**src/hw/rtl/sli_pkg.sv**
```systemverilog
// ----------------------------------------------------------------------------
// Sorted list package
// Shared types, status codes and defaults for the sorted key store.
// ----------------------------------------------------------------------------
package sli_pkg;

	// Default number of key cells in the chain.
	localparam int unsigned CAPACITY = 16;

	// Widths fixed by the transaction fields.
	localparam int unsigned KEY_W    = 32;
	localparam int unsigned STATUS_W = 3;
	localparam int unsigned COUNT_W  = 5;

	typedef logic [STATUS_W-1:0] status_t;

	// Result status codes.
	localparam status_t ST_INSERTED = 3'd0;
	localparam status_t ST_DELETED  = 3'd1;
	localparam status_t ST_NOTFOUND = 3'd2;
	localparam status_t ST_EMPTY    = 3'd3;
	localparam status_t ST_FULL     = 3'd4;

	// Operation codes carried by the action field.
	localparam logic ACT_INSERT = 1'b0;
	localparam logic ACT_DELETE = 1'b1;

	// Command broadcast to every cell of the chain.
	typedef struct packed {
		logic                    ins_en;
		logic                    del_en;
		logic signed [KEY_W-1:0] key;
	} cell_ctl_t;

endpackage

```
**src/hw/rtl/sli_cell.sv**
```systemverilog
// ----------------------------------------------------------------------------
// Sorted list cell
// One slot of the chain: holds a key, compares it with the broadcast key and
// takes its new value from itself, the broadcast key or a neighbour.
// ----------------------------------------------------------------------------
module sli_cell (
	input  logic                                 clk,
	input  sli_pkg::cell_ctl_t                   ctl,
	input  logic                                 occupied,
	input  logic                                 left_after,
	input  logic signed [sli_pkg::KEY_W-1:0]     left_key,
	input  logic signed [sli_pkg::KEY_W-1:0]     right_key,
	output logic signed [sli_pkg::KEY_W-1:0]     key,
	output logic signed [sli_pkg::KEY_W-1:0]     key_next,
	output logic                                 after,
	output logic                                 equal
);

	logic signed [sli_pkg::KEY_W-1:0] key_q;

	// A free slot counts as lying after the insertion point.
	assign after = !occupied || (key_q >= ctl.key);
	assign equal = occupied && (key_q == ctl.key);

	// Insert shifts the tail right by one; delete shifts it left by one.
	always_comb begin
		key_next = key_q;
		if (ctl.ins_en) begin
			if (left_after) begin
				key_next = left_key;
			end else if (after) begin
				key_next = ctl.key;
			end
		end else if (ctl.del_en) begin
			if (after) begin
				key_next = right_key;
			end
		end
	end

	// Key storage needs no reset: slots beyond the count are never read.
	always_ff @(posedge clk) begin
		key_q <= key_next;
	end

	assign key = key_q;

endmodule

```
**src/hw/rtl/sorted_list_insert_delete.sv**
```systemverilog
// ----------------------------------------------------------------------------
// Sorted list insert and delete
// Bounded ascending multiset of signed keys held in a chain of cells.
// ----------------------------------------------------------------------------
// Channel  Direction  Handshake              Payload
// in       input      in_valid / in_ready    action, key
// out      output     out_valid / out_ready  status, entry_count, smallest_key
//
// Every transaction is completed in the cycle it is accepted: all cells
// compare against the key at once and shift by one slot, so one transaction
// per cycle is sustained while the output is drained. The result appears in
// the cycle after acceptance in an output register; a new transaction is
// taken whenever that register is empty or being drained. Reset clears the
// count and the output valid flag; cell keys are not reset.
// ----------------------------------------------------------------------------
module sorted_list_insert_delete #(
	parameter int unsigned CAPACITY = sli_pkg::CAPACITY
) (
	input  logic                                 clk,
	input  logic                                 arst_n,
	input  logic                                 in_valid,
	output logic                                 in_ready,
	input  logic                                 action,
	input  logic signed [sli_pkg::KEY_W-1:0]     key,
	output logic                                 out_valid,
	input  logic                                 out_ready,
	output logic [sli_pkg::STATUS_W-1:0]         status,
	output logic [sli_pkg::COUNT_W-1:0]          entry_count,
	output logic signed [sli_pkg::KEY_W-1:0]     smallest_key
);

	localparam int unsigned CNT_W = $clog2(CAPACITY + 1);

	logic [CNT_W-1:0]                 count_q;
	logic [CNT_W-1:0]                 count_d;
	logic                             accept;
	logic                             full;
	logic                             found;
	sli_pkg::cell_ctl_t               ctl;
	sli_pkg::status_t                 status_d;
	logic [CAPACITY-1:0]              after_v;
	logic [CAPACITY-1:0]              equal_v;
	logic [CAPACITY-1:0]              occupied_v;
	logic signed [sli_pkg::KEY_W-1:0] cell_key  [CAPACITY];
	logic signed [sli_pkg::KEY_W-1:0] cell_next [CAPACITY];
	logic [CNT_W+sli_pkg::COUNT_W-1:0] count_ext;

	logic                             out_valid_q;
	sli_pkg::status_t                 status_q;
	logic [sli_pkg::COUNT_W-1:0]      entry_count_q;
	logic signed [sli_pkg::KEY_W-1:0] smallest_q;

	// Input is taken whenever the result register is free or being drained.
	assign in_ready = !out_valid_q || out_ready;
	assign accept   = in_valid && in_ready;

	assign full  = (count_q == CNT_W'(CAPACITY));
	assign found = |equal_v;

	// Command broadcast to the chain.
	always_comb begin
		ctl.key    = key;
		ctl.ins_en = accept && (action == sli_pkg::ACT_INSERT) && !full;
		ctl.del_en = accept && (action == sli_pkg::ACT_DELETE) && found;
	end

	// Chain of cells, each linked to the neighbours it has; an end cell uses its own key for a missing one.
	for (genvar i = 0; i < CAPACITY; i++) begin : g_cell
		assign occupied_v[i] = (CNT_W'(i) < count_q);

		if (i == 0) begin : g_first
			if (CAPACITY > 1) begin : g_more
				sli_cell u_cell (
					.clk        (clk),
					.ctl        (ctl),
					.occupied   (occupied_v[i]),
					.left_after (1'b0),
					.left_key   (cell_key[i]),
					.right_key  (cell_key[i+1]),
					.key        (cell_key[i]),
					.key_next   (cell_next[i]),
					.after      (after_v[i]),
					.equal      (equal_v[i])
				);
			end else begin : g_only
				sli_cell u_cell (
					.clk        (clk),
					.ctl        (ctl),
					.occupied   (occupied_v[i]),
					.left_after (1'b0),
					.left_key   (cell_key[i]),
					.right_key  (cell_key[i]),
					.key        (cell_key[i]),
					.key_next   (cell_next[i]),
					.after      (after_v[i]),
					.equal      (equal_v[i])
				);
			end
		end else if (i == CAPACITY - 1) begin : g_last
			sli_cell u_cell (
				.clk        (clk),
				.ctl        (ctl),
				.occupied   (occupied_v[i]),
				.left_after (after_v[i-1]),
				.left_key   (cell_key[i-1]),
				.right_key  (cell_key[i]),
				.key        (cell_key[i]),
				.key_next   (cell_next[i]),
				.after      (after_v[i]),
				.equal      (equal_v[i])
			);
		end else begin : g_mid
			sli_cell u_cell (
				.clk        (clk),
				.ctl        (ctl),
				.occupied   (occupied_v[i]),
				.left_after (after_v[i-1]),
				.left_key   (cell_key[i-1]),
				.right_key  (cell_key[i+1]),
				.key        (cell_key[i]),
				.key_next   (cell_next[i]),
				.after      (after_v[i]),
				.equal      (equal_v[i])
			);
		end
	end

	// Status and next count for the transaction being accepted.
	always_comb begin
		count_d = count_q;
		if (action == sli_pkg::ACT_INSERT) begin
			if (full) begin
				status_d = sli_pkg::ST_FULL;
			end else begin
				status_d = sli_pkg::ST_INSERTED;
				count_d  = count_q + 1'b1;
			end
		end else if (count_q == '0) begin
			status_d = sli_pkg::ST_EMPTY;
		end else if (found) begin
			status_d = sli_pkg::ST_DELETED;
			count_d  = count_q - 1'b1;
		end else begin
			status_d = sli_pkg::ST_NOTFOUND;
		end
	end

	// The reported count keeps only its low bits.
	assign count_ext = {{sli_pkg::COUNT_W{1'b0}}, count_d};

	// Count register.
	always_ff @(posedge clk or negedge arst_n) begin
		if (!arst_n) begin
			count_q <= '0;
		end else if (accept) begin
			count_q <= count_d;
		end
	end

	// Result valid flag.
	always_ff @(posedge clk or negedge arst_n) begin
		if (!arst_n) begin
			out_valid_q <= 1'b0;
		end else if (accept) begin
			out_valid_q <= 1'b1;
		end else if (out_ready) begin
			out_valid_q <= 1'b0;
		end
	end

	// Result payload.
	always_ff @(posedge clk) begin
		if (accept) begin
			status_q      <= status_d;
			entry_count_q <= count_ext[sli_pkg::COUNT_W-1:0];
			smallest_q    <= (count_d != '0) ? cell_next[0] : '0;
		end
	end

	assign out_valid    = out_valid_q;
	assign status       = status_q;
	assign entry_count  = entry_count_q;
	assign smallest_key = smallest_q;

endmodule
```
**config.mk**
```make
export PLATFORM = sky130hd
export DESIGN_NAME = sorted_list_insert_delete
export DESIGN_NICKNAME = d
export VERILOG_FILES = /design/src/hw/rtl/sli_pkg.sv /design/src/hw/rtl/sli_cell.sv /design/src/hw/rtl/sorted_list_insert_delete.sv
export SDC_FILE = /design/constraint.sdc
export NUM_CORES = 2
export LEC_CHECK = 0
export ABC_AREA = 1
export BUFFER_PORTS_ARGS = -buffer_cell sky130_fd_sc_hd__buf_2
export CAP_MARGIN = 20
export CORE_AREA = 2 2 291 293
export CTS_CLUSTER_DIAMETER = 120
export DETAILED_ROUTE_END_ITERATION = 8
export DIE_AREA = 0 0 293 295
export PLACE_DENSITY_LB_ADDON = 0.15
export REMOVE_ABC_BUFFERS = 1
export SLEW_MARGIN = 0
export SYNTH_ARGS = -nofsm -noshare
export SYNTH_HDL_FRONTEND = slang
export SYNTH_SLANG_ARGS = --single-unit
export TNS_END_PERCENT = 5
```
**constraint.sdc**
```tcl
create_clock -name clk -period 5.8 [get_ports clk]
set_clock_uncertainty 0.2 [all_clocks]
set_input_delay 1.16 -clock clk [delete_from_list [all_inputs] [get_ports clk]]
set_output_delay 1.16 -clock clk [all_outputs]
set_load 0.01 [all_outputs]
```
Word-level counts from Yosys, hierarchy flattened:

Index checks and enable logic that the tools add are counted.

* $lt $le $gt $ge: 32
* add/sub/neg operators: 2
* eq/ne operators: 17
* multiplexer cells: 86
* bitwise logic cells: 1
* reduce and logical (&&, ||, !) cells: 105

Operator list (number)
* 2-to-1 mux 32 bit: 76
* == test 32 bit: 16
* greater-or-equal comparator 32 bit: 16
* nonzero test 2 bit: 31
* AND reduction 3 bit: 14
* less-than comparator 4 x 5 -> 1 bit, first input constant: 8
* logical AND 1 bit: 21
* less-than comparator 3 x 5 -> 1 bit, first input constant: 4
* 2-to-1 mux 5 bit: 4
* logical NOT 1 bit: 18
* logical OR 1 bit: 17
* OR reduction 16 bit: 1
* less-than comparator 1 x 5 -> 1 bit, first input constant: 2
* less-than comparator 2 x 5 -> 1 bit, first input constant: 2
* 2-to-1 mux 3 bit: 2
* adder 5 x 1 -> 5 bit, second input constant: 1
* == test 5 bit, second input constant: 1
* logical NOT 5 bit: 1
* nonzero test 5 bit: 1
* subtractor 5 x 1 -> 5 bit, second input constant: 1
* 2-to-1 mux 2 bit: 2
* 2-to-1 mux 1 bit: 2
* AND reduction 2 bit: 1
* inverter 1 bit: 1

* register bits: 558
* word-level logic and storage cells: 264
* input bits: 37
* output and inout bits: 42

Depth between registers and ports, before layout:

* word-level depth: 7
* mapped depth: 21
* depth with buffers taken out: 19

Cells and area by module:

Synthesis repeated with hierarchy kept, for this count alone.

* cell total of the unflattened synthesis: 9892
* area, all modules: 56374.1 µm²

By module, submodules not included
* sli_cell at g_cell[0].g_first.g_more.u_cell ...: area an instance 3378.2 µm², seq. area each 640.6 µm², cells each 603, instances 15
* sli_cell at g_cell[9].g_mid.u_cell: area an instance 3380.7 µm², seq. area each 640.6 µm², cells each 604, instances 1
* sorted_list_insert_delete: area an instance 2319.7 µm², seq. area each 1351.3 µm², cells each 243, instances 1

Worst setup path before layout:

Ideal clock, no wire load.

* path kind: input to register
* start point: input port key[5] (netlist bit)
* end point: register g_cell[11].g_mid.u_cell.key_q (netlist bit g_cell[11].g_mid.u_cell.key[0]) (enable)
* setup time: 0.466 ns
* arrival: 6.109 ns
* data required time: 5.134 ns
* path buffers: 3
* cell stages on the path: 15
* setup slack: -0.975 ns
* cells stage by stage: clkbuf_1 clkinv_1 ha_1 a21oi_1 nor2_1 a211oi_1 a21oi_1 o21ai_0 nand2_1 or2_2 nand3_1 buf_2 buf_1 nand2_1 o21ai_0

* word-level cells in the longest chain between the ends: 6
* elaborated cells on any way between the ends: 42
* those cells by class: order compare (2); eq/ne (16); reduce/logical (24)

Ends and longest elaborated chain
* start: declaration: RTL line sorted_list_insert_delete.sv:24 `input logic signed [sli_pkg::KEY_W-1:0] key,`
* branches (longest 5 deep; another with greater-or-equal comparator 32 bit)
* AND reduction 3 bit (no source line) *
* end signal: assignment: RTL line sli_cell.sv:43 `key_q <= key_next;`
* end: declaration: RTL line sli_cell.sv:19 `logic signed [sli_pkg::KEY_W-1:0] key_q;`

Every way passes the cells marked *.
A chain may end at the register's enable or synchronous reset.

==> impl_metrics.csv <==
group,metric,value,unit
sta,hold_viol_final,0,
cells_and_area,final_common_cell,"nand2_1",
placement,hpwl,86.2,mm
floorplanning,rows,106,
hold_path,hp-class,"input pin to async pin",
drt,routed_wl,116,mm
clocking,cts-buffers-inserted,69,
clocking,postCtsSetupBuffers,0,
worst_setup_path,end_kind,"flip-flop",
logic_synthesis,synth-edff-count,520,
cells_and_area,drive_above_1_share,6.32,%
clocking,cts-root-buf,"clkbuf_16",
drt,drtIter0Drc,3118,
power_and_ir_drop,p_per_area,370,nW/um^2
sta,post-route-min-period,4.81,ns
clocking,numClockSinks,558,
clocking,cts.clk_slew.worst_paths,0.06,ns
global_route,grt-ovfl-total,0,
drt,routedWlPerCell,18.2,microns
worst_setup_path,r2r-start,"count_q[2]",
run_status,status,"finished clean",
placement,routabilityCongestion,0.907,
floorplanning,ios,79,
worst_setup_path,cp-start-kind,"input pin",
global_route,grt_max_degree,180,
worst_setup_path,path_buf_inv,5,
worst_setup_path,worst-setup-path-type,"input pin to flip-flop",
drt,ant_nets,0,
drt,vias,35800,
worst_setup_path,critPathSlowestCell,"nand2_2",
global_route,grt_pass1_wl,186,mm
logic_synthesis,ys_warn_count,0,
sta,setup_tns,0,ns
logic_synthesis,ys_async_sr_fraction,1.08,%
power_and_ir_drop,power.leakage,0.0203,uW
worst_setup_path,crit_top_cell,"nand2_1",
global_route,antenna_found_initial,1,
logic_synthesis,synth_seq_cells,558,
logic_synthesis,syn-cell-area,41300,sq um
logic_synthesis,netlist_instances,5284,
worst_setup_path,r2r_end,"smallest_key[24]",
worst_setup_path,cp.arrival,5.09,ns
sta,timing.fmax,208,MHz
worst_setup_path,path_max_fanout,33,
sta,period_share,83.0,%
clocking,htreeDepth,3,
worst_setup_path,ff2ff_setup_slack,1.53,ns
cells_and_area,nNetsFinal,5804,
worst_setup_path,crit_start,"key[29]",
sta,slew_violations,0,
logic_synthesis,ys_top_cells_by_area,"edfxtp_1 (38%), ha_1 (16%), nand2_1 (15%)",
logic_synthesis,ys_types,46,
floorplanning,die_area,86400,sq um
cells_and_area,mostFrequentLayoutCells,"nand2_1 (1690), o21ai_0 (672), edfxtp_1 (520), ha_1 (516), a21oi_1 (357)",
clocking,ctsResizeCount,0,
placement,io_buffers,78,
cells_and_area,syn_to_final_growth,9.24,%
worst_setup_path,ff2ff_path_depth,15,
worst_setup_path,slowest_delay,0.47,ns
job,drv_cap,0,
power_and_ir_drop,ir_worst_vdd,0.287,mV
sta,relSlewSlack,39.1,%
logic_synthesis,synth_top_cell_by_area,"edfxtp_1",
worst_setup_path,critPathTopFamily,"simple AND/OR/NAND/NOR gates",
logic_synthesis,synth_ff_type,"edfxtp_1",
drt,dr.pass1.iters,6,
global_route,grt_pass1_vias,34500,
clocking,ctsHoldBuffers,0,
global_route,grt_usage,26.6,%
worst_setup_path,setup.worst_path.end,"smallest_key[24]",
drt,viasPerCell,5.61,
floorplanning,die_h,295,microns
worst_setup_path,required,6.08,ns
logic_synthesis,syn_avg_cell_area,7.81,sq um
sta,setup_viol,0,
worst_setup_path,cp.depth,21,
sta,whs,0.170,ns
clocking,clk_latency,0.62,ns
logic_synthesis,ys_seq_area_share,39.8,%
cells_and_area,n_antenna_cell,0,
floorplanning,die_x,293,microns
drt,drc,0,
clocking,cts_tree,"yes",
worst_setup_path,crit_chain,"buf_2, clkinv_1, buf_4, ha_1, nand2_1, nor2_1, nand2_1, nor2_1, nand3_1, nand2_1, nor2_1, nand2_1, nor2_4, nor3_4, buf_4, nand2_2, nand2_1, nand3_1, nand2_1, nand2_1, inv_1",
logic_synthesis,synth_top_area_share,37.8,%
floorplanning,initial_utilization,49.6,%
clocking,cts_max_path_buffers,3,
sta,worst_pin_slew,0.914,ns
power_and_ir_drop,total_power,16700,uW
floorplanning,core,83200,sq um
sta,rsz0062_at_grt,"no",
[Yosys cell counts, drive strengths merged, types with 3 or more instances]
master     n
buf       63
clkbuf   241
a21oi    358
nand4     99
edfxtp   520
o21ai    681
nand3b    11
nor2     297
ha       516
o21bai     5
clkinv    32
o22ai      4
a211oi    21
or2       10
inv      310
dfxtp     32
a31oi    126
nor4       3
o21a       5
a41oi      3
dfrtp      6
a21boi    11
nand3    203
o211ai    17
nor3       6
nand2   1693
[worst min-delay path by stage]
stage                                             endpoint  cells after the start                                   start
floorplan           g_cell[0].g_first.g_more.u_cell.key[0]                      2  g_cell[0].g_first.g_more.u_cell.key[0]
global placement                                 out_valid                      2                               out_valid
detailed placement  g_cell[0].g_first.g_more.u_cell.key[0]                      2  g_cell[0].g_first.g_more.u_cell.key[0]
CTS                                             count_q[3]                      1                                  arst_n
global route                                    count_q[2]                      1                                  arst_n
finish                                          count_q[3]                      1                                  arst_n
[metrics by stage]
step           utilization [%]  std cells  cell area, sq um  worst slack [ns]
6_report                  54.2       6380             45100             0.988
5_1_grt                   54.2       6380             45100             0.557
4_1_cts                   54.2       6380             45100              1.09
3_5_place_dp              51.6       6260             42900             0.453
3_3_place_gp              51.6       6260             42900             0.535
2_1_floorplan                -       4980             40100            -23.50
[per-layer routing]
layer	up-vias	track usage, %	routed length, microns
li1	18200	-	-
met1	16500	36.3	52400
met2	933	45.4	54600
met3	126	3.01	6610
met4	0	6.54	2270
met5	-	0	0
[sequential cells by signal, summed over array words and instances (netlist names)]
register and flops:
g_cell.g_mid.u_cell.key 448, g_cell.g_first.g_more.u_cell.key 32, g_cell.g_last.u_cell.key 32, smallest_key 32, count_q 5, entry_count 5
status 3, out_valid 1
[area by class of cell]
| cell class | count | area (sq um) |
|---|---|---|
| Fill cell | 7817 | 38100 |
| Multi-Input combinational cell | 4080 | 22500 |
| Sequential cell | 558 | 16400 |
| Clock buffer | 102 | 2010 |
| Timing Repair Buffer | 200 | 1380 |
| Tap cell | 1080 | 1350 |
| Inverter | 342 | 1290 |
| Clock inverter | 18 | 115 |
[report_power, final]
part	internal, uW	leakage (uW)	total, uW	switching (uW)
Clock	2390	0.00103	4160	1760
Sequential	5560	0.00525	6100	539
Combinational	2040	0.0140	6410	4380
[kinds of logic (layout without fill, tap and decap cells)]
logic type,Yosys count,count (layout),synth area share (%)
XOR/XNOR,3,3,0.0637
flip-flops,558,558,39.8
buffers and inverters,646,662,5.99
adder cells (fa/ha/maj),516,516,15.6
AND/OR/NAND/NOR,2324,2324,22.7
AO/OA/AOI/OAI,1237,1237,15.8
Note: power is estimated with default switching activity, not from simulation.
